**src/sv/fuzzy_max_min_centroid_macros.svh**
```systemverilog
// ----------------------------------------------------------------------------
// Fuzzy max-min centroid: assertion macros
// Shared property wrappers. They sample on clk_i and are disabled while
// rst_ni is low.
// ----------------------------------------------------------------------------
`ifndef FUZZY_MAX_MIN_CENTROID_MACROS_SVH
`define FUZZY_MAX_MIN_CENTROID_MACROS_SVH

// The consequent must hold in the same cycle as the antecedent.
`define FMMC_ASSERT_IMP(lbl, ante, cons, msg) \
  lbl: assert property (@(posedge clk_i) disable iff (!rst_ni) (ante) |-> (cons)) \
    else $error(msg);

// The consequent must hold in the cycle after the antecedent.
`define FMMC_ASSERT_NEXT(lbl, ante, cons, msg) \
  lbl: assert property (@(posedge clk_i) disable iff (!rst_ni) (ante) |=> (cons)) \
    else $error(msg);

`endif

```
**src/sv/fmmc_pkg.sv**
```systemverilog
// ----------------------------------------------------------------------------
// Fuzzy max-min centroid: package
// Widths, class centres, the division request type and the degree clamp.
// ----------------------------------------------------------------------------
package fmmc_pkg;

  // Membership degrees.
  localparam int DEG_W = 8;
  localparam logic [15:0] DEGREE_MAX = 16'd255;

  // Output classes and their centres.
  localparam int NUM_CLASSES = 5;
  localparam int CENTRE_W = 7;
  localparam logic [CENTRE_W-1:0] CLASS_CENTRE [NUM_CLASSES] = '{
    7'd10, 7'd30, 7'd50, 7'd70, 7'd90
  };

  // Weighted sum, strength sum and quotient widths.
  localparam int NUM_W = 16;
  localparam int DEN_W = 11;
  localparam int Q_W = 7;

  // Depth of the queue between the front and the divider.
  localparam int Q_DEPTH = 2;
  localparam int Q_PTR_W = $clog2(Q_DEPTH);
  localparam int Q_CNT_W = $clog2(Q_DEPTH + 1);

  typedef logic [NUM_CLASSES-1:0][DEG_W-1:0] strength_t;

  // One centroid division to be carried out.
  typedef struct packed {
    logic [NUM_W-1:0] num;
    logic [DEN_W-1:0] den;
    logic             nosup;
  } div_req_t;

  // State of one divider stage.
  typedef struct packed {
    logic [NUM_W-1:0] rem;
    logic [DEN_W-1:0] den;
    logic [Q_W-1:0]   q;
    logic             nosup;
  } div_stage_t;

  // Clamp a degree to the largest legal value.
  function automatic logic [DEG_W-1:0] sat_degree(input logic [DEG_W-1:0] d);
    logic [15:0] dx;
    dx = {{(16-DEG_W){1'b0}}, d};
    if (dx > DEGREE_MAX) begin
      return DEGREE_MAX[DEG_W-1:0];
    end
    return d;
  endfunction

endpackage

```
**src/sv/fmmc_if.sv**
```systemverilog
// ----------------------------------------------------------------------------
// Fuzzy max-min centroid: channel interfaces
// Valid/ready channels for the degree words and the result words.
// ----------------------------------------------------------------------------
interface fmmc_deg_if;
  import fmmc_pkg::*;

  logic             valid;
  logic             ready;
  logic [DEG_W-1:0] first_low;
  logic [DEG_W-1:0] first_mid;
  logic [DEG_W-1:0] first_high;
  logic [DEG_W-1:0] second_low;
  logic [DEG_W-1:0] second_mid;
  logic [DEG_W-1:0] second_high;

  modport source (
    output valid, first_low, first_mid, first_high,
    output second_low, second_mid, second_high,
    input  ready
  );
  modport sink (
    input  valid, first_low, first_mid, first_high,
    input  second_low, second_mid, second_high,
    output ready
  );
endinterface

interface fmmc_res_if;
  import fmmc_pkg::*;

  logic           valid;
  logic           ready;
  logic [Q_W-1:0] crisp_value;
  logic           no_support;

  modport source (output valid, crisp_value, no_support, input ready);
  modport sink (input valid, crisp_value, no_support, output ready);
endinterface

```
**src/sv/fmmc_front.sv**
```systemverilog
// ----------------------------------------------------------------------------
// Fuzzy max-min centroid: front end
// Two-stage pipeline: max-min class strengths, then the weighted sum and
// the strength sum that make up one division request.
// ----------------------------------------------------------------------------
`include "fuzzy_max_min_centroid_macros.svh"

module fmmc_front (
  input  logic               clk_i,
  input  logic               rst_ni,
  fmmc_deg_if.sink           deg_i,
  output logic               req_valid_o,
  input  logic               req_ready_i,
  output fmmc_pkg::div_req_t req_o
);
  import fmmc_pkg::*;

  logic      va_q;
  logic      vb_q;
  strength_t str_q;
  strength_t str_d;
  div_req_t  req_q;
  div_req_t  req_d;
  logic      en_a;
  logic      en_b;

  // Stage advance: a stage moves when it is empty or its successor moves.
  assign en_b = !vb_q || req_ready_i;
  assign en_a = !va_q || en_b;
  assign deg_i.ready = en_a;

  // Class strengths by max-min composition.
  always_comb begin
    logic [DEG_W-1:0] f [3];
    logic [DEG_W-1:0] s [3];
    logic [DEG_W-1:0] m;
    f[0] = sat_degree(deg_i.first_low);
    f[1] = sat_degree(deg_i.first_mid);
    f[2] = sat_degree(deg_i.first_high);
    s[0] = sat_degree(deg_i.second_low);
    s[1] = sat_degree(deg_i.second_mid);
    s[2] = sat_degree(deg_i.second_high);
    str_d = '0;
    for (int i = 0; i < 3; i++) begin
      for (int j = 0; j < 3; j++) begin
        m = (f[i] < s[j]) ? f[i] : s[j];
        if (m > str_d[i+j]) begin
          str_d[i+j] = m;
        end
      end
    end
  end

  // Weighted sum and strength sum.
  always_comb begin
    req_d.num = '0;
    req_d.den = '0;
    for (int k = 0; k < NUM_CLASSES; k++) begin
      req_d.num = req_d.num + NUM_W'(str_q[k]) * NUM_W'(CLASS_CENTRE[k]);
      req_d.den = req_d.den + DEN_W'(str_q[k]);
    end
    req_d.nosup = (req_d.den == '0);
  end

  // Valid bits.
  always_ff @(posedge clk_i or negedge rst_ni) begin
    if (!rst_ni) begin
      va_q <= 1'b0;
      vb_q <= 1'b0;
    end else begin
      if (en_a) begin
        va_q <= deg_i.valid;
      end
      if (en_b) begin
        vb_q <= va_q;
      end
    end
  end

  // Payload registers.
  always_ff @(posedge clk_i) begin
    if (en_a && deg_i.valid) begin
      str_q <= str_d;
    end
    if (en_b && va_q) begin
      req_q <= req_d;
    end
  end

  assign req_valid_o = vb_q;
  assign req_o = req_q;

  // A word in the first stage moves to the second when it advances.
  `FMMC_ASSERT_NEXT(a_front_advance, va_q && en_b, vb_q,
    "front: word lost between the strength and sum stages")
  // Without support the weighted sum is zero as well.
  `FMMC_ASSERT_IMP(a_front_nosup_num, vb_q && req_q.nosup, req_q.num == '0,
    "front: nonzero weighted sum without support")

endmodule

```
**src/sv/fmmc_queue.sv**
```systemverilog
// ----------------------------------------------------------------------------
// Fuzzy max-min centroid: request queue
// Small register FIFO that decouples the front end from the divider.
// ----------------------------------------------------------------------------
`include "fuzzy_max_min_centroid_macros.svh"

module fmmc_queue (
  input  logic               clk_i,
  input  logic               rst_ni,
  input  logic               push_valid_i,
  output logic               push_ready_o,
  input  fmmc_pkg::div_req_t push_i,
  output logic               pop_valid_o,
  input  logic               pop_ready_i,
  output fmmc_pkg::div_req_t pop_o
);
  import fmmc_pkg::*;

  div_req_t           mem_q [Q_DEPTH];
  logic [Q_PTR_W-1:0] wr_ptr_q;
  logic [Q_PTR_W-1:0] rd_ptr_q;
  logic [Q_CNT_W-1:0] cnt_q;
  logic               push;
  logic               pop;

  assign push_ready_o = (cnt_q != Q_CNT_W'(Q_DEPTH));
  assign pop_valid_o  = (cnt_q != '0);
  assign push = push_valid_i && push_ready_o;
  assign pop  = pop_valid_o && pop_ready_i;
  assign pop_o = mem_q[rd_ptr_q];

  // Pointers and fill count.
  always_ff @(posedge clk_i or negedge rst_ni) begin
    if (!rst_ni) begin
      wr_ptr_q <= '0;
      rd_ptr_q <= '0;
      cnt_q    <= '0;
    end else begin
      if (push) begin
        wr_ptr_q <= (wr_ptr_q == Q_PTR_W'(Q_DEPTH - 1)) ? '0 : wr_ptr_q + 1'b1;
      end
      if (pop) begin
        rd_ptr_q <= (rd_ptr_q == Q_PTR_W'(Q_DEPTH - 1)) ? '0 : rd_ptr_q + 1'b1;
      end
      if (push && !pop) begin
        cnt_q <= cnt_q + Q_CNT_W'(1);
      end else if (pop && !push) begin
        cnt_q <= cnt_q - Q_CNT_W'(1);
      end
    end
  end

  // Entry storage.
  always_ff @(posedge clk_i) begin
    if (push) begin
      mem_q[wr_ptr_q] <= push_i;
    end
  end

  // An empty queue has its pointers together.
  `FMMC_ASSERT_IMP(a_queue_empty_ptrs, cnt_q == '0, wr_ptr_q == rd_ptr_q,
    "queue: pointers apart while empty")
  // A full queue that is not drained stays full.
  `FMMC_ASSERT_NEXT(a_queue_full_hold, !push_ready_o && !pop, !push_ready_o,
    "queue: fill count changed without a pop")

endmodule

```
**src/sv/fmmc_divider.sv**
```systemverilog
// ----------------------------------------------------------------------------
// Fuzzy max-min centroid: centroid divider
// Restoring divider, one quotient bit per pipeline stage, with per-stage
// stall. The last stage is the output register.
// ----------------------------------------------------------------------------
`include "fuzzy_max_min_centroid_macros.svh"

module fmmc_divider (
  input  logic               clk_i,
  input  logic               rst_ni,
  input  logic               req_valid_i,
  output logic               req_ready_o,
  input  fmmc_pkg::div_req_t req_i,
  fmmc_res_if.source         res_o
);
  import fmmc_pkg::*;

  localparam int STAGES = Q_W;
  localparam int LAST = STAGES - 1;

  logic       v_q  [STAGES];
  div_stage_t st_q [STAGES];
  div_stage_t st_d [STAGES];
  logic       en   [STAGES];

  // Stall chain from the output back to the first stage.
  always_comb begin
    en[LAST] = !v_q[LAST] || res_o.ready;
    for (int s = LAST - 1; s >= 0; s--) begin
      en[s] = !v_q[s] || en[s+1];
    end
  end

  assign req_ready_o = en[0];

  // One trial subtraction per stage, most significant quotient bit first.
  always_comb begin
    div_stage_t         src;
    logic [NUM_W:0]     trial;
    logic               ge;
    for (int s = 0; s < STAGES; s++) begin
      if (s == 0) begin
        src.rem   = req_i.num;
        src.den   = req_i.den;
        src.q     = '0;
        src.nosup = req_i.nosup;
      end else begin
        src = st_q[s-1];
      end
      trial = (NUM_W+1)'(src.den) << (Q_W - 1 - s);
      ge = ({1'b0, src.rem} >= trial);
      st_d[s] = src;
      if (ge) begin
        st_d[s].rem = src.rem - trial[NUM_W-1:0];
      end
      st_d[s].q = src.q | (Q_W'(ge) << (Q_W - 1 - s));
    end
  end

  // Valid bits.
  always_ff @(posedge clk_i or negedge rst_ni) begin
    if (!rst_ni) begin
      for (int s = 0; s < STAGES; s++) begin
        v_q[s] <= 1'b0;
      end
    end else begin
      for (int s = 0; s < STAGES; s++) begin
        if (en[s]) begin
          v_q[s] <= (s == 0) ? req_valid_i : v_q[s-1];
        end
      end
    end
  end

  // Stage payload.
  always_ff @(posedge clk_i) begin
    for (int s = 0; s < STAGES; s++) begin
      if (en[s] && ((s == 0) ? req_valid_i : v_q[s-1])) begin
        st_q[s] <= st_d[s];
      end
    end
  end

  // Result word; without support the centroid reads as zero.
  assign res_o.valid       = v_q[LAST];
  assign res_o.crisp_value = st_q[LAST].nosup ? '0 : st_q[LAST].q;
  assign res_o.no_support  = st_q[LAST].nosup;

  // A finished division leaves a remainder below the divisor.
  `FMMC_ASSERT_IMP(a_div_rem, v_q[LAST] && !st_q[LAST].nosup,
    st_q[LAST].rem < NUM_W'(st_q[LAST].den),
    "divider: remainder not below divisor")
  // A centroid always lies between the outer class centres.
  `FMMC_ASSERT_IMP(a_div_range, v_q[LAST] && !st_q[LAST].nosup,
    (st_q[LAST].q >= CLASS_CENTRE[0]) && (st_q[LAST].q <= CLASS_CENTRE[NUM_CLASSES-1]),
    "divider: centroid outside the class centres")

endmodule

```
**src/sv/fuzzy_max_min_centroid.sv**
```systemverilog
// ----------------------------------------------------------------------------
// Fuzzy max-min centroid: top level
// Max-min inference over two three-set variables into five classes, then
// centroid defuzzification with class centres 10 to 90.
// ----------------------------------------------------------------------------
// An accepted degree word passes to its result word through 2 front stages,
// 1 queue slot and 7 divider stages, one quotient bit each.
// Throughput: one word per cycle while the result is not stalled.
// A 2-entry queue lets the front end keep accepting while the result stalls.
// Reset clears all valid bits and the queue pointers at once; no clearing pass.
module fuzzy_max_min_centroid (
  input  logic      clk_i,
  input  logic      rst_ni,
  fmmc_deg_if.sink  deg_i,
  fmmc_res_if.source res_o
);
  import fmmc_pkg::*;

  logic     front_valid;
  logic     front_ready;
  div_req_t front_req;
  logic     div_valid;
  logic     div_ready;
  div_req_t div_req;

  // Strengths and sums.
  fmmc_front u_front (
    .clk_i       (clk_i),
    .rst_ni      (rst_ni),
    .deg_i       (deg_i),
    .req_valid_o (front_valid),
    .req_ready_i (front_ready),
    .req_o       (front_req)
  );

  // Decoupling queue.
  fmmc_queue u_queue (
    .clk_i        (clk_i),
    .rst_ni       (rst_ni),
    .push_valid_i (front_valid),
    .push_ready_o (front_ready),
    .push_i       (front_req),
    .pop_valid_o  (div_valid),
    .pop_ready_i  (div_ready),
    .pop_o        (div_req)
  );

  // Centroid division.
  fmmc_divider u_divider (
    .clk_i       (clk_i),
    .rst_ni      (rst_ni),
    .req_valid_i (div_valid),
    .req_ready_o (div_ready),
    .req_i       (div_req),
    .res_o       (res_o)
  );

endmodule
```
**src/flat_wrapper.sv**
```systemverilog
// flat-port wrapper written by rule: the top's interface ports become plain ports
module fuzzy_max_min_centroid_flat import fmmc_pkg::*;
  (clk_i, rst_ni, deg_i_valid, deg_i_first_low, deg_i_first_mid, deg_i_first_high, deg_i_second_low, deg_i_second_mid, deg_i_second_high, deg_i_ready, res_o_valid, res_o_crisp_value, res_o_no_support, res_o_ready);
  fmmc_deg_if deg_i_i ();
  fmmc_res_if res_o_i ();
  input  logic clk_i;
  input  logic rst_ni;
  input wire logic [$bits(deg_i_i.valid)-1:0] deg_i_valid;
  input wire logic [$bits(deg_i_i.first_low)-1:0] deg_i_first_low;
  input wire logic [$bits(deg_i_i.first_mid)-1:0] deg_i_first_mid;
  input wire logic [$bits(deg_i_i.first_high)-1:0] deg_i_first_high;
  input wire logic [$bits(deg_i_i.second_low)-1:0] deg_i_second_low;
  input wire logic [$bits(deg_i_i.second_mid)-1:0] deg_i_second_mid;
  input wire logic [$bits(deg_i_i.second_high)-1:0] deg_i_second_high;
  output wire logic [$bits(deg_i_i.ready)-1:0] deg_i_ready;
  output wire logic [$bits(res_o_i.valid)-1:0] res_o_valid;
  output wire logic [$bits(res_o_i.crisp_value)-1:0] res_o_crisp_value;
  output wire logic [$bits(res_o_i.no_support)-1:0] res_o_no_support;
  input wire logic [$bits(res_o_i.ready)-1:0] res_o_ready;
  assign deg_i_i.valid = deg_i_valid;
  assign deg_i_i.first_low = deg_i_first_low;
  assign deg_i_i.first_mid = deg_i_first_mid;
  assign deg_i_i.first_high = deg_i_first_high;
  assign deg_i_i.second_low = deg_i_second_low;
  assign deg_i_i.second_mid = deg_i_second_mid;
  assign deg_i_i.second_high = deg_i_second_high;
  assign deg_i_ready = deg_i_i.ready;
  assign res_o_valid = res_o_i.valid;
  assign res_o_crisp_value = res_o_i.crisp_value;
  assign res_o_no_support = res_o_i.no_support;
  assign res_o_i.ready = res_o_ready;
  fuzzy_max_min_centroid u_core (.clk_i(clk_i), .rst_ni(rst_ni), .deg_i(deg_i_i), .res_o(res_o_i));
endmodule
```
**config.mk**
```make
export PLATFORM = sky130hd
export DESIGN_NAME = fuzzy_max_min_centroid_flat
export DESIGN_NICKNAME = d
export VERILOG_FILES = /design/src/sv/fmmc_pkg.sv /design/src/sv/fmmc_if.sv /design/src/sv/fmmc_front.sv /design/src/sv/fmmc_queue.sv /design/src/sv/fmmc_divider.sv /design/src/sv/fuzzy_max_min_centroid.sv /design/src/flat_wrapper.sv
export VERILOG_INCLUDE_DIRS = /design/src /design/src/sv
export SDC_FILE = /design/constraint.sdc
export NUM_CORES = 1
export LEC_CHECK = 0
export BUFFER_PORTS_ARGS = -buffer_cell sky130_fd_sc_hd__buf_2
export CORE_MARGIN = 2
export CORE_UTILIZATION = 50
export CTS_CLUSTER_DIAMETER = 150
export CTS_CLUSTER_SIZE = 12
export DETAILED_ROUTE_END_ITERATION = 10
export GPL_TIMING_DRIVEN = 0
export HOLD_SLACK_MARGIN = 0.08
export PLACE_DENSITY = 0.66
export RECOVER_POWER = 50
export SLEW_MARGIN = 20
export SYNTH_ARGS = -nofsm -noshare
export SYNTH_HDL_FRONTEND = slang
export SYNTH_SLANG_ARGS = --single-unit
```
**constraint.sdc**
```tcl
create_clock -name clk_i -period 7.9 [get_ports clk_i]
set_input_delay 0.395 -clock clk_i [delete_from_list [all_inputs] [get_ports clk_i]]
set_output_delay 0.395 -clock clk_i [all_outputs]
set_load 0.05 [all_outputs]
```
# Word-level counts from Yosys, hierarchy flattened
# Memories as Yosys holds them, arrays and structs flattened.
# Index checks and enable logic that the tools add are counted.
# word_totals
out_inout_bits	10
n_memories	2
word_cells	157
regBits	81
input_bits	52
mem_bits_rw	301
# mem_list
name	depth	word_bits	read_ports	rd_ports_with_merged_regs	write_ports	line	text
u_core.u_divider.st_q	7	35	7	0	7	fmmc_divider.sv:22	div_stage_t st_q [STAGES];
u_core.u_queue.mem_q	2	28	1	0	1	fmmc_queue.sv:19	div_req_t mem_q [Q_DEPTH];
# op_classes
n_mul	5
magnitude_cmp	25
eq_ne	1
muxes	44
addsub	19
n_reduce_logical	35
bitwise	6
# ops
cell	n
two-way mux 8 bit	16
two-way mux 16 bit	7
< comparator 8 bit	9
> comparator 8 x 1 -> 1 bit, second input constant	5
> comparator 8 bit	4
subtractor 16 bit	2
multiplier 8 x 6 -> 14 bit, second input constant	2
two-way mux 1 bit	18
>= comparator 16 x 17 -> 1 bit	1
adder 15 x 15 -> 16 bit	1
adder 16 x 15 -> 16 bit	1
>= comparator 16 x 11 -> 1 bit	1
>= comparator 16 x 12 -> 1 bit	1
>= comparator 16 x 13 -> 1 bit	1
>= comparator 16 x 14 -> 1 bit	1
>= comparator 16 x 15 -> 1 bit	1
>= comparator 16 bit	1
subtractor 16 x 11 -> 16 bit	1
subtractor 16 x 12 -> 16 bit	1
subtractor 16 x 13 -> 16 bit	1
subtractor 16 x 14 -> 16 bit	1
subtractor 16 x 15 -> 16 bit	1
adder 14 x 14 -> 15 bit	1
adder 12 x 13 -> 14 bit	1
other kinds (24)	56

# Depth between registers and ports, before layout
# Gate-level depths: netlist of run 1.
# logic_depth
ltp_word	12
mapped_depth	25

# By module
# Synthesis of run 1 repeated with hierarchy kept, for this count alone.
# unflattened
cells_unflattened	2051
hier_area_um2	23953.0
# by_module_without_submodules
module	area_per_inst_um2	seq_area_each_um2	cells_per_inst	instances
fmmc_front	10861.7	2062.0	1054	1
fmmc_divider	10829.1	6090.8	892	1
fmmc_queue	2262.2	1781.7	105	1

# Least setup slack after synthesis of run 1
# Ideal clock, no wire load.
# synth_timing
path_type	register to register
from	register u_core.u_front.str_q[38] in the netlist's numbering
to	register u_core.u_front.req_q, in the netlist u_core.u_front.req_o[26] (data pin)
path_stages_with_launch	24
t_arrival_ns	5.477
setup_slack_ns	2.154
path_buffers	0
synth_period_minus_slack_ns	5.746
cell_sequence	edfxtp_1 ha_1 inv_1 fa_1 fa_1 inv_1 ha_1 nor2b_1 o21ai_0 nand2b_1 a21o_1 nand2_1 nand2b_1 xnor2_1 fa_1 fa_1 fa_1 inv_1 ha_1 a21oi_1 o21bai_1 a21oi_1 o31ai_1 xor2_1
# synth_rtl
item	line	text
start, declared	fmmc_front.sv:20	strength_t str_q;
start signal, assigned	fmmc_front.sv:83	str_q <= str_d;
end signal, assigned	fmmc_front.sv:86	req_q <= req_d;
end, declared	fmmc_front.sv:22	div_req_t req_q;

==> results of run 1 <==
[Yosys cell counts, types with 6 or more instances]
library cell	n
o21ai_0	61
nand4_1	24
a31oi_1	8
nand3_1	20
and2_1	8
a21oi_1	124
nor3_1	32
a211oi_1	14
ha_1	306
or3_1	6
or4_1	6
clkbuf_1	6
mux2_4	8
nor2_1	120
nand2_1	50
nor4_1	6
o211ai_1	8
xor2_1	37
nor2b_1	40
a21o_1	47
or2_2	6
dfrtp_1	13
fa_1	96
edfxtp_1	312
buf_2	6
nand2b_1	32
o31a_1	8
o21ai_1	8
o21a_1	31
mux2_2	64
o31ai_1	6
mux2i_1	89
inv_1	261
o21bai_1	9
xnor2_1	66
[how the worst max path moves through the flow]
stage                                  start  slack, ns  depth (start not counted)                        to
floorplan           u_core.u_front.str_q[38]       2.15                         23  u_core.u_front.req_o[26]
global placement    u_core.u_front.str_q[32]       1.59                         22  u_core.u_front.req_o[27]
finish              u_core.u_front.str_q[32]       1.55                         22  u_core.u_front.req_o[27]
CTS                 u_core.u_front.str_q[32]       1.52                         22  u_core.u_front.req_o[27]
detailed placement  u_core.u_front.str_q[32]       1.54                         22  u_core.u_front.req_o[27]
global route        u_core.u_front.str_q[32]       1.20                         22  u_core.u_front.req_o[27]
[logic make-up after synthesis]
| logic type | after synthesis | synth area share, % |
|---|---|---|
| mux | 161 | 7.38 |
| xor+xnor | 103 | 3.85 |
| buf+inv | 279 | 4.61 |
| compound gates | 369 | 10.2 |
| simple gates | 371 | 8.13 |
| flops | 325 | 41.3 |
| fa+ha+maj | 402 | 24.5 |
[final cells by class]
| cell class | count | area, um2 | area share (%) |
|---|---|---|---|
| repair buffers | 68 | 353 | 1.39 |
| multi-input cells | 1406 | 12700 | 50.0 |
| inverters | 262 | 983 | 3.87 |
| plain buffers | 17 | 90.1 | 0.354 |
| well taps | 607 | 759 | 2.99 |
| clock inverters | 2 | 20.0 | 0.0787 |
| clock buffers | 43 | 821 | 3.23 |
| flip-flops and latches | 325 | 9690 | 38.1 |
[critical path, stage by stage, from the launching register on]
cell	delay [ns]
edfxtp_1	0.59
ha_1	0.45
ha_1	0.30
inv_1	0.05
fa_1	0.57
inv_1	0.06
ha_1	0.28
a21o_1	0.19
a21oi_2	0.17
o21ai_1	0.11
nor2_1	0.12
xnor2_1	0.11
fa_1	0.51
inv_1	0.07
fa_1	0.52
fa_1	0.55
inv_1	0.04
ha_1	0.36
a21o_1	0.20
a41oi_1	0.37
o21ai_0	0.16
a21oi_1	0.19
xnor2_1	0.10
[cells in the final DEF, fill, tap and decap left out, drive strengths merged, types with 5 or more instances in the layout]
master | Yosys | layout
o31a | 8 | 8
a211oi | 15 | 15
a31o | 5 | 5
mux2i | 89 | 89
o21bai | 9 | 9
o21a | 31 | 31
or2 | 6 | 6
nand2b | 32 | 32
clkbuf | 6 | 56
xor2 | 37 | 37
inv | 262 | 264
xnor2 | 66 | 66
a21o | 47 | 47
nand3 | 20 | 20
edfxtp | 312 | 312
or4 | 6 | 6
o21ai | 74 | 74
fa | 96 | 96
nor3 | 34 | 34
or3 | 6 | 6
nor4 | 8 | 8
nor2b | 40 | 40
o31ai | 7 | 7
a21oi | 130 | 130
a21boi | 6 | 6
nand2 | 50 | 50
buf | 11 | 70
mux2 | 72 | 72
and2 | 8 | 8
nand4 | 24 | 24
a31oi | 9 | 9
o211ai | 8 | 8
nor2 | 120 | 120
dfrtp | 13 | 13
ha | 306 | 306
[metal layers]
metal	track usage [%]	wire (um)	vias to the layer above
met5	0	0	-
met4	6.40	1530	0
met3	2.28	1880	106
met2	39.6	26700	301
met1	25.6	20900	7423
li1	-	-	7431
[state kept, by name, summed over array words and instances (netlist names)]
register	cells
u_core.u_queue.mem_q	54
u_core.u_divider.v_q	6
u_core.u_front.va_q	1
u_core.u_front.str_q	40
u_core.u_divider.st_q	191
u_core.u_divider.res_o.valid	1
u_core.u_front.req_valid_o	1
u_core.u_front.req_o	27
u_core.u_queue.cnt_q	2
u_core.u_queue.wr_ptr_q	1
u_core.u_queue.rd_ptr_q	1
[stage by stage]
stage / std cells / util, % / instance area [um2] / setup WS [ns] / hold WS, ns
after global placement: 2678 / 52.8 / 24500 / 1.59 / 0.297
after floorplan: 2010 / - / 23500 / 2.15 / 0.0994
after global routing: 2730 / 54.7 / 25400 / 1.20 / 0.173
after detailed placement: 2683 / 53.0 / 24600 / 1.54 / 0.310
after CTS: 2730 / 54.9 / 25500 / 1.52 / 0.130
final: 2730 / 54.7 / 25400 / 1.55 / 0.163
[what timing repair did]
action | 4_1_cts | 5_1_grt
endpoints found under the hold margin | 14 | 0
resized for setup | 0 | 0
hold buffers | 2 | 0
buffers inserted | 0 | 0
==> results.yml, run 1 <==
outcome:
  outcome: "finished with violations"
  violations: "capacitance limit, slew limit"
clock_network:
  cts_sinks: 325
  clkLatencyLatePin_ns: 0.58
  clock_path_buffers: 3
  path_clk_slew_ns: 0.06
  ctsHtreeMaxLevel: 1
  cts_root_buf: "clkbuf_16"
  cts_tree: "done"
  numCtsBuffers: 31
setup_path:
  r2r_start: "u_core.u_front.str_q[32]"
  worst-r2r-setup-slack_ns: 1.55
  required_ns: 8.22
  start_kind: "flop"
  path_max_fanout: 5
  critical_path_class: "reg -> reg"
  worstReg2RegEnd: "u_core.u_front.req_o[27]"
  endpoint_kind: "flop"
  r2r_cells: 22
  cp.arrival_ns: 6.67
place:
  hpwl_um: 40900
  routabilityCongestion: 0.920
  portBuffers: 61
drt:
  routed_wl_um: 51100
  drt_iter0_drc: 832
  via_per_inst: 5.59
  num_vias: 15300
  post_drt_wl_per_cell_um: 18.7
  drc_errors: 0
  drt_pre_antenna_iters: 6
  ant_nets: 0
hold_path:
  hp-class: "in -> reg"
  hold-path-cell-count: 4
  hold_start: "res_o_ready"
  whs_endpoint: "u_core.u_divider.v_q[1]"
logic_synthesis:
  synth-seq-cells: 325
  syn_avg_cell_area_um2: 11.7
  synth.largest_area_cell: "edfxtp_1"
  synth.area.top_cells: "edfxtp_1, ha_1, fa_1, inv_1, mux2i_1"
  syn-cell-area_mm2: 0.0235
  synth_cell_types: 74
  syn_nets: 2464
  synth-edff-count: 312
  synth_cells: 2010
  synthArstFlopShare_pct: 4.00
  ys_seq_area_share_pct: 41.3
  synth_top_flop_cell: "edfxtp_1"
  yosys_warnings: 0
  synthDominantCellAreaShare_pct: 39.9
timing:
  fmax_mhz: 157
  fin_crit_ns: 6.35
  slew-limit-headroom_pct: -18.4
  finalHoldViolations: 0
  finalMaxSlewViolations: 152
  finalSetupViolations: 0
  fin_setup_tns_ns: 0
  fin_crit_sh_pct: 80.4
  finClkSkew_ns: 0.0183
  worstMarginPinSlew_ns: 1.78
  rsz0062_at_grt: "false"
floorplan:
  rows: 79
  dieArea_mm2: 0.0487
  start_util_pct: 50.5
  io_pins: 62
  die_x_um: 221
  die_y_um: 221
  core_area_mm2: 0.0465
final_layout:
  drive_gt1_share_pct: 9.89
  fin_nets: 2565
  fill_cells: 3935
  antenna_cells: 0
  syn2layout_area_growth_pct: 8.37
global_route:
  grt_usage_pct: 21.2
  grt_max_degree: 33
  grt_pass1_wl_um: 80600
  antenna_found_initial: 0
  first_global_vias: 15500
  overflow: 0
flow_run:
  drv_cap: 5
Power of run 1 is not shown: default switching activity piles up to over one toggle a cycle in this logic, so the estimate is an artifact.
==> run 2: changes to the inputs <==
Settings changed: ABC_AREA set to 1, PLACE_DENSITY 0.66 to 0.69.
Clock period 7.9 ns to 5.67 ns, I/O delays scaled along.
==> run 2 against run 1 <==
The run ends with capacitance limit, slew limit, setup timing left. Die area increased by 5.1%. Synthesized cell count increased by 34%. Synthesized area increased by 5.1%. Register-to-register slack got worse by 1.6 ns. Sequential share of layout area decreased by 2.8 points. Worst hold slack got worse by 0.029 ns. Critical endpoint unchanged. Largest cell class unchanged. Highest routed layer unchanged.
==> results.yml, run 2 <==
setup_path:
  endpoint_kind: "flop"
  path_max_fanout: 4
  cp.arrival_ns: 6.03
  required_ns: 5.99
  start_kind: "flop"
  critical_path_class: "reg -> reg"
clock_network:
  cts_sinks: 325
  cts_tree: "done"
  ctsHtreeMaxLevel: 1
  numCtsBuffers: 31
  clkLatencyLatePin_ns: 0.59
  cts_root_buf: "clkbuf_16"
  path_clk_slew_ns: 0.07
  clock_path_buffers: 3
floorplan:
  dieArea_mm2: 0.0511
  rows: 81
  die_x_um: 226
  start_util_pct: 50.5
  io_pins: 62
  die_y_um: 226
  core_area_mm2: 0.0488
drt:
  post_drt_wl_per_cell_um: 17.9
  ant_nets: 0
  drt_iter0_drc: 1302
  routed_wl_um: 62600
  num_vias: 18800
  drc_errors: 0
  via_per_inst: 5.36
  drt_pre_antenna_iters: 5
place:
  portBuffers: 61
  hpwl_um: 50000
  routabilityCongestion: 0.924
timing:
  rsz0062_at_grt: "true"
  slew-limit-headroom_pct: -12.9
  fmax_mhz: 175
  worst_slack_ns: -0.0389
  fin_crit_sh_pct: 101
  fin_setup_tns_ns: -0.0762
  finalSetupViolations: 2
  worstMarginPinSlew_ns: 1.69
  finClkSkew_ns: 0.0252
  finalMaxSlewViolations: 64
  fin_crit_ns: 5.71
  finalHoldViolations: 0
logic_synthesis:
  synthDominantCellAreaShare_pct: 38.0
  synth_top_flop_cell: "edfxtp_1"
  synth_cells: 2687
  ys_seq_area_share_pct: 39.3
  syn_nets: 3141
  synth_cell_types: 51
  synth-seq-cells: 325
  yosysMostFrequentCell: "nand2_1"
  synth.area.top_cells: "edfxtp_1, ha_1, nand2_1, fa_1, inv_1"
  synth-edff-count: 312
  synth.largest_area_cell: "edfxtp_1"
  syn-cell-area_mm2: 0.0247
  yosys_warnings: 0
  synthArstFlopShare_pct: 4.00
  synth_common_cells: "nand2_1, inv_1, edfxtp_1"
  syn_avg_cell_area_um2: 9.18
final_layout:
  top_regs: "u_core.u_divider.st_q (191), u_core.u_queue.mem_q (54), u_core.u_front.str_q (40)"
  syn2layout_area_growth_pct: 11.3
  antenna_cells: 0
  final_common_cell: "nand2_1"
  fill_cells: 4281
  fin_nets: 3279
  layout_common_cells: "nand2_1, inv_1, edfxtp_1"
  largest_reg_flops: 191
  drive_gt1_share_pct: 9.38
  top_register: "u_core.u_divider.st_q"
global_route:
  first_global_vias: 18600
  overflow: 0
  grt_max_degree: 35
  grt_usage_pct: 24.8
  antenna_found_initial: 0
  grt_pass1_wl_um: 98200
outcome:
  violations: "capacitance limit, slew limit, setup timing"
  outcome: "finished with violations"
flow_run:
  drv_cap: 3
hold_path:
  hp-class: "in -> reg"
==> run 2: cell count changes after synthesis, moves of 18 or more <==
cell	previous run	this run
nand2_1	50	613
a21o_1	47	13
nand2b_1	32	0
o21ai_0	61	98
xnor2_1	66	44
mux2_2	64	0
nand3_1	20	212
nor2b_1	40	0
inv_1	261	427
mux2i_1	89	1
o21a_1	31	9
and2_1	8	26
==> run 2: final timing paths <==
kind | startpoint | to | slack (ns) | cells past startpoint
worst max-delay path | u_core.u_front.str_q[35] | u_core.u_front.req_o[27] | -0.04 | 24
worst min-delay path | deg_i_second_low[5] | u_core.u_front.str_q[5] | 0.13 | 3
worst max register to register | u_core.u_front.str_q[35] | u_core.u_front.req_o[27] | -0.04 | 24
worst min register to register | u_core.u_divider.st_q[1][7] | u_core.u_divider.st_q[2][7] | 0.41 | 0
max in group asynchronous | rst_ni | u_core.u_queue.rd_ptr_q | 4.87 | 2
min in group asynchronous | rst_ni | u_core.u_divider.v_q[6] | 0.29 | 2
==> run 2: critical path, cell delays in order (launching register included) <==
cell      delay (ns)
edfxtp_1        0.43
buf_4           0.18
ha_1            0.35
ha_1            0.33
inv_1           0.06
fa_1            0.54
inv_1           0.06
ha_1            0.29
nand2_2         0.09
o21ai_4         0.16
a21oi_2         0.08
xor2_1          0.16
fa_1            0.53
inv_2           0.04
fa_1            0.51
fa_1            0.57
inv_2           0.06
ha_4            0.24
a21o_1          0.19
nor2_2          0.12
nand3_2         0.09
nand2_1         0.09
inv_2           0.04
o21ai_2         0.13
nand2_2         0.09
==> run 2: cells by family after synthesis <==
logic type                 Yosys count  share of synthesized area, %
AOI/OAI and AO/OA                  318                          7.43
buffers and inverters              450                          7.08
xor gates and xnor gates            96                          3.41
DFF                                325                          39.3
and+or+nand+nor                   1095                          19.4
muxes                                1                        0.0406
adders and majority gates          402                          23.3
==> run 2: layout make-up <==
class,instances,area [um2],share of cell area (%)
buffer,20,124,0.451
clock inverter,2,31.3,0.114
timing repair buffer,105,696,2.53
inverter,430,1620,5.89
tap,664,831,3.03
clock buffer,43,821,2.99
multi-input combinational,1912,13600,49.7
sequential,325,9690,35.3
==> run 2: routing by layer <==
layer	vias up	share of wire, %	wire (um)	GRT usage (%)
li1	9258	-	-	-
met1	8931	43	26700	31.7
met2	476	49	30800	43.6
met3	114	4.6	2900	2.88
met4	0	3.6	2250	8.40
met5	-	0	0	0
==> run 2: what timing repair did <==
| action | in CTS | in global routing |
|---|---|---|
| pin swaps | 23 | 42 |
| resized for setup | 36 | 44 |
| endpoints found under the setup margin | 7 | 6 |
| buffers inserted | 19 | 9 |
| hold buffers | 11 | 0 |
| hold endpoints to repair | 24 | 0 |
==> run 2: per-stage QoR <==
| step | cells | worst slack, ns | hold slack (ns) | cell area (um2) | util, % |
|---|---|---|---|---|---|
| 6_report | 3501 | -0.0389 | 0.133 | 27500 | 56.2 |
| 5_1_grt | 3501 | -0.219 | 0.0919 | 27500 | 56.2 |
| 4_1_cts | 3492 | -0.0351 | 0.0959 | 27300 | 55.9 |
| 3_5_place_dp | 3417 | -0.638 | 0.203 | 26000 | 53.1 |
| 3_3_place_gp | 3412 | -0.593 | 0.188 | 25800 | 52.8 |
| 2_1_floorplan | 2687 | 0.00847 | -0.0121 | 24700 | - |
Power of run 2 is left out for the same reason.
